`config.mk`:
```
export PLATFORM = sky130hd
export DESIGN_NAME = pn2d_queue
export DESIGN_NICKNAME = d
export VERILOG_FILES = /design/src/pn2d_pkg.sv /design/src/pn2d_queue.sv
export SDC_FILE = /design/constraint.sdc
export NUM_CORES = 1
export LEC_CHECK = 0
export BUFFER_PORTS_ARGS = -buffer_cell sky130_fd_sc_hd__buf_4
export CAP_MARGIN = 20
export CORE_AREA = 3 3 157 159
export DETAILED_ROUTE_END_ITERATION = 7
export DIE_AREA = 0 0 160 162
export GPL_ROUTABILITY_DRIVEN = 0
export MAX_ROUTING_LAYER = met4
export PLACE_DENSITY_LB_ADDON = 0.15
export SETUP_SLACK_MARGIN = 0.05
export SLEW_MARGIN = 20
export SYNTH_ARGS = -nofsm -noshare
export SYNTH_HDL_FRONTEND = slang
export SYNTH_SLANG_ARGS = --single-unit
```
`constraint.sdc`:
```
create_clock -name clk -period 7.12 [get_ports clk]
set_input_delay 1.424 -clock clk [delete_from_list [all_inputs] [get_ports clk]]
set_output_delay 1.424 -clock clk [all_outputs]
set_load 0.05 [all_outputs]
```
`src/pn2d_pkg.sv`:
```
// Shared types and constants for the 2-D octave noise block.
// No dependencies.
package pn2d_pkg;

  localparam int TABLE_SIZE_DEF  = 256;
  localparam int MAX_OCTAVES_DEF = 8;

  localparam int POS_W     = 32;
  localparam int FREQ_W    = 24;
  localparam int AMP_W     = 24;
  localparam int OFS_W     = 32;
  localparam int GRAD_W    = 16;
  localparam int PERM_W    = 8;
  localparam int IDX_W     = 8;
  localparam int OCT_CFG_W = 4;
  localparam int OUT_W     = 32;
  localparam int COORD_W   = POS_W + FREQ_W + 1;  // pos * freq, signed
  localparam int PADDR_W   = 4;
  localparam int PDATA_W   = 32;
  localparam int QUEUE_DEPTH = 2;
  localparam int STEP_W    = 5;

  typedef enum logic [1:0] {
    ACT_EVAL = 2'd0,
    ACT_GRAD = 2'd1,
    ACT_PERM = 2'd2
  } action_t;

  typedef enum logic [1:0] {
    REG_OCTAVES = 2'd0,
    REG_FREQ    = 2'd1,
    REG_AMP     = 2'd2,
    REG_OFFSET  = 2'd3
  } reg_index_t;

  typedef enum logic [1:0] {
    ST_IDLE,
    ST_OCT,
    ST_GAIN,
    ST_DONE
  } back_state_t;

  // one lattice evaluation, at most one multiply per step
  typedef enum logic [STEP_W-1:0] {
    S_COORD, S_RD_X, S_RD_H0, S_RD_H1, S_RD_G0, S_RD_G1,
    S_DOT00A, S_DOT00B, S_DOT10A, S_DOT10B, S_DOT01A, S_DOT01B,
    S_DOT11A, S_DOT11B, S_LERP_X0, S_LERP_X1, S_LERP_XB, S_LERP_Y, S_ACCUM
  } oct_step_t;

  typedef struct packed {
    action_t                    kind;
    logic signed [COORD_W-1:0]  cx;
    logic signed [COORD_W-1:0]  cy;
    logic [IDX_W-1:0]           idx;
    logic [2*GRAD_W-1:0]        grad;  // y in upper half, x in lower
    logic [PERM_W-1:0]          perm;
  } work_t;

  typedef struct packed {
    logic [OCT_CFG_W-1:0]      octaves;
    logic signed [AMP_W-1:0]   amp;
    logic signed [OFS_W-1:0]   offset;
  } back_cfg_t;

endpackage

```
`src/pn2d_queue.sv`:
```
// Short request queue between front and back end.
// Depends on pn2d_pkg.
module pn2d_queue (
  input  logic            clk,
  input  logic            rst,
  input  logic            push_valid,
  output logic            push_ready,
  input  pn2d_pkg::work_t push_data,
  output logic            pop_valid,
  input  logic            pop_ready,
  output pn2d_pkg::work_t pop_data
);
  import pn2d_pkg::*;

  localparam int QPW = (QUEUE_DEPTH > 1) ? $clog2(QUEUE_DEPTH) : 1;
  localparam int QCW = $clog2(QUEUE_DEPTH + 1);
  localparam logic [QCW-1:0] FULL = QCW'(QUEUE_DEPTH);
  localparam logic [QPW-1:0] LAST = QPW'(QUEUE_DEPTH - 1);

  work_t          slots [QUEUE_DEPTH];
  logic [QPW-1:0] wr_ptr;
  logic [QPW-1:0] rd_ptr;
  logic [QCW-1:0] count;
  logic           push_fire;
  logic           pop_fire;

  assign push_ready = (count != FULL);
  assign pop_valid  = (count != '0);
  assign pop_data   = slots[rd_ptr];
  assign push_fire  = push_valid && push_ready;
  assign pop_fire   = pop_valid && pop_ready;

  always_ff @(posedge clk) begin
    if (push_fire) begin
      slots[wr_ptr] <= push_data;
    end
  end

  always_ff @(posedge clk) begin
    if (rst) begin
      wr_ptr <= '0;
      rd_ptr <= '0;
      count  <= '0;
    end else begin
      if (push_fire) begin
        wr_ptr <= (wr_ptr == LAST) ? '0 : wr_ptr + 1'b1;
      end
      if (pop_fire) begin
        rd_ptr <= (rd_ptr == LAST) ? '0 : rd_ptr + 1'b1;
      end
      case ({push_fire, pop_fire})
        2'b10:   count <= count + 1'b1;
        2'b01:   count <= count - 1'b1;
        default: count <= count;
      endcase
    end
  end

endmodule

```
==> impl_metrics.tcl <==
set metrics [dict create \
    finClkSkew_ns 0.0168 \
    netSwitchingFraction 0.368 \
    finalSetupTns_ns 0 \
    grt_max_degree 101 \
    htree_levels 2 \
    fin_cells 1231 \
    syn_nets 703 \
    cts_buffers 35 \
    yosysSeqAreaShare 0.827 \
    rows 56 \
    root_buffer "clkbuf_16" \
    pwr-share-clk 0.243 \
    drive_gt1_frac 0.603 \
    ant_nets 0 \
    antenna_found_initial 0 \
    path_class "reg -> out" \
    grt_usage 0.188 \
    initial_core_util 0.514 \
    max_cap_violations 0 \
    rsz0062_at_grt "false" \
    fp.dieW_um 160 \
    dp_cells 1173 \
    core_mm2 0.0234 \
    finalSetupViolations 0 \
    die_h_um 162 \
    mostFrequentLayoutCells "338 x buf_4, 328 x edfxtp_1, 164 x mux2_2" \
    synthTopCellsByArea "edfxtp_1 82%, mux2_2 15%, dfxtp_1 0.83%" \
    cts_resized 0 \
    fmax_ghz 0.239 \
    clk_pin_slew_worst_paths_ns 0.05 \
    wl_per_cell_um 20.0 \
    leakagePower_nw 5.89 \
    crit_fanout 72 \
    critPathArrivalTime_ns 2.77 \
    port_buffers 333 \
    yosys.area.top_type "edfxtp_1" \
    whs_ns 0.536 \
    slew_headroom 0.362 \
    worst_slew_pin_slew_ns 0.958 \
    drt_pass1_iterations 4 \
    final_nets 1060 \
    seq_power_share 0.383 \
    critPathRequiredTime_ns 5.70 \
    start_kind "flip-flop" \
    post_cts_buffers 0 \
    first_global_vias 6802 \
    viasPerCell 5.02 \
    antenna_cells 0 \
    syn_area_mm2 0.0120 \
    p_sw_mw 2.50 \
    powerDensity_mw_per_mm2 427 \
    cts_sinks 333 \
    cts_buffer_depth 3 \
    grt_pass1_wl_um 36800 \
    r2r_start "count[0]$_SDFFE_PP0P_" \
    synth-seq-cells 333 \
    hp-start "rd_ptr$_SDFFE_PP0P_" \
    finalCriticalPeriod_ns 4.19 \
    synth_top_cell_area_share 0.819 \
    combPwrFrac 0.375 \
    drtIter0Drc 307 \
    postCtsHoldBufs 0 \
    grt-ovfl-total 0 \
    ys_warn_count 0 \
    status "finished clean" \
    intPower_mw 4.29 \
    cts_tree "done" \
    dp_hpwl_um 16600 \
    synth_cell_types 20 \
    io_pins 334 \
    drc 0 \
    vdd_drop_max_v 0.000362 \
    syn_avg_cell_area_um2 22.5 \
    wl_um 24600 \
    fin_crit_sh 0.588 \
    hold_path_class "reg -> reg" \
    final_common_cell "buf_4" \
    endpoint_kind "output pin" \
    syn_to_final_growth_pct 32.3 \
    clk_latency_ns 0.50 \
    finalMaxSlewViolations 0 \
    num_vias 6184 \
    dieArea_mm2 0.0259 \
    synth_cells 534 \
    hold_viol 0 \
    fillers 1577 \
]
worst max-delay path, cell delays in order (launching register included):
cell and delay (ns):
dfxtp_4 0.97, buf_4 0.68, mux2_2 0.42, buf_4 0.19
Yosys cell counts (all sizes together):
cell type    n
edfxtp     328
mux2       164
buf         18
dfxtp        5
nor2         3
a21oi        2
xnor2        2
a21bo        1
and3         1
ha           1
inv          1
nand2        1
nand2b       1
nand3b       1
o21a         1
o21ai        1
or2          1
or3          1
xor2         1
path summary, 6_finish.rpt:
kind / endpoint / slack [ns] / depth (start not counted)
setup / recovery: pop_data[57] / 2.93 / 3
hold / removal: flip-flop / 0.54 / 2
setup reg to reg: slots[0][118]$_DFFE_PP_ / 4.28 / 4
hold reg to reg: flip-flop / 0.54 / 2
cells by family after synthesis:
| logic type | synth area share |
|---|---|
| multiplexers | 0.154 |
| adder cells (fa/ha/maj) | 0.00104 |
| AND/OR/NAND/NOR | 0.00396 |
| buffers and inverters | 0.00905 |
| XOR/XNOR | 0.00219 |
| AO/OA/AOI/OAI | 0.00271 |
| flip-flops | 0.827 |
per-layer routing:
metal | track usage | vias up | share of wire
met5 | - | - | 0
met4 | 0.0757 | 0 | 0.035
met3 | 0.0658 | 52 | 0.095
met2 | 0.309 | 264 | 0.50
met1 | 0.213 | 3027 | 0.37
li1 | - | 2841 | -
per-stage QoR:
| stage | utilization | power, mW | area [um2] | setup slack (ns) |
|---|---|---|---|---|
| CTS | 0.680 | 6.87 | 15900 | 2.81 |
| detailed placement | 0.635 | 5.21 | 14900 | 3.35 |
| global placement | 0.635 | 5.17 | 14900 | 3.37 |
| finish | 0.680 | 6.79 | 15900 | 2.93 |
| global route | 0.680 | 7.05 | 15900 | 2.73 |
| floorplan | - | 4.48 | 12000 | 1.34 |
power by group through the flow:
| stage | Sequential [mW] | Clock (mW) | Combinational [mW] |
|---|---|---|---|
| after detailed placement | 2.64 | 0 | 2.57 |
| after global placement | 2.63 | 0 | 2.55 |
| after floorplan | 2.60 | 0 | 1.88 |
| after CTS | 2.61 | 1.69 | 2.57 |
| after global routing | 2.63 | 1.77 | 2.65 |
| final | 2.60 | 1.65 | 2.54 |
state kept, by name (all words and copies together) (netlist names), named ones only:
| name | cells |
|---|---|
| wr_ptr | 1 |
| rd_ptr | 1 |
| slots | 328 |
| count | 2 |
final cells by class:
cell class,count,area [um2],area share
timing repair buffer,338,2540,0.159
inverter,1,8.76,0.000551
multi-input combinational,182,1970,0.124
clock inverter,11,76.3,0.00480
tap,319,399,0.0251
clock buffer,47,963,0.0606
sequential,333,9950,0.626
Note: power is estimated with default switching activity, not from simulation.
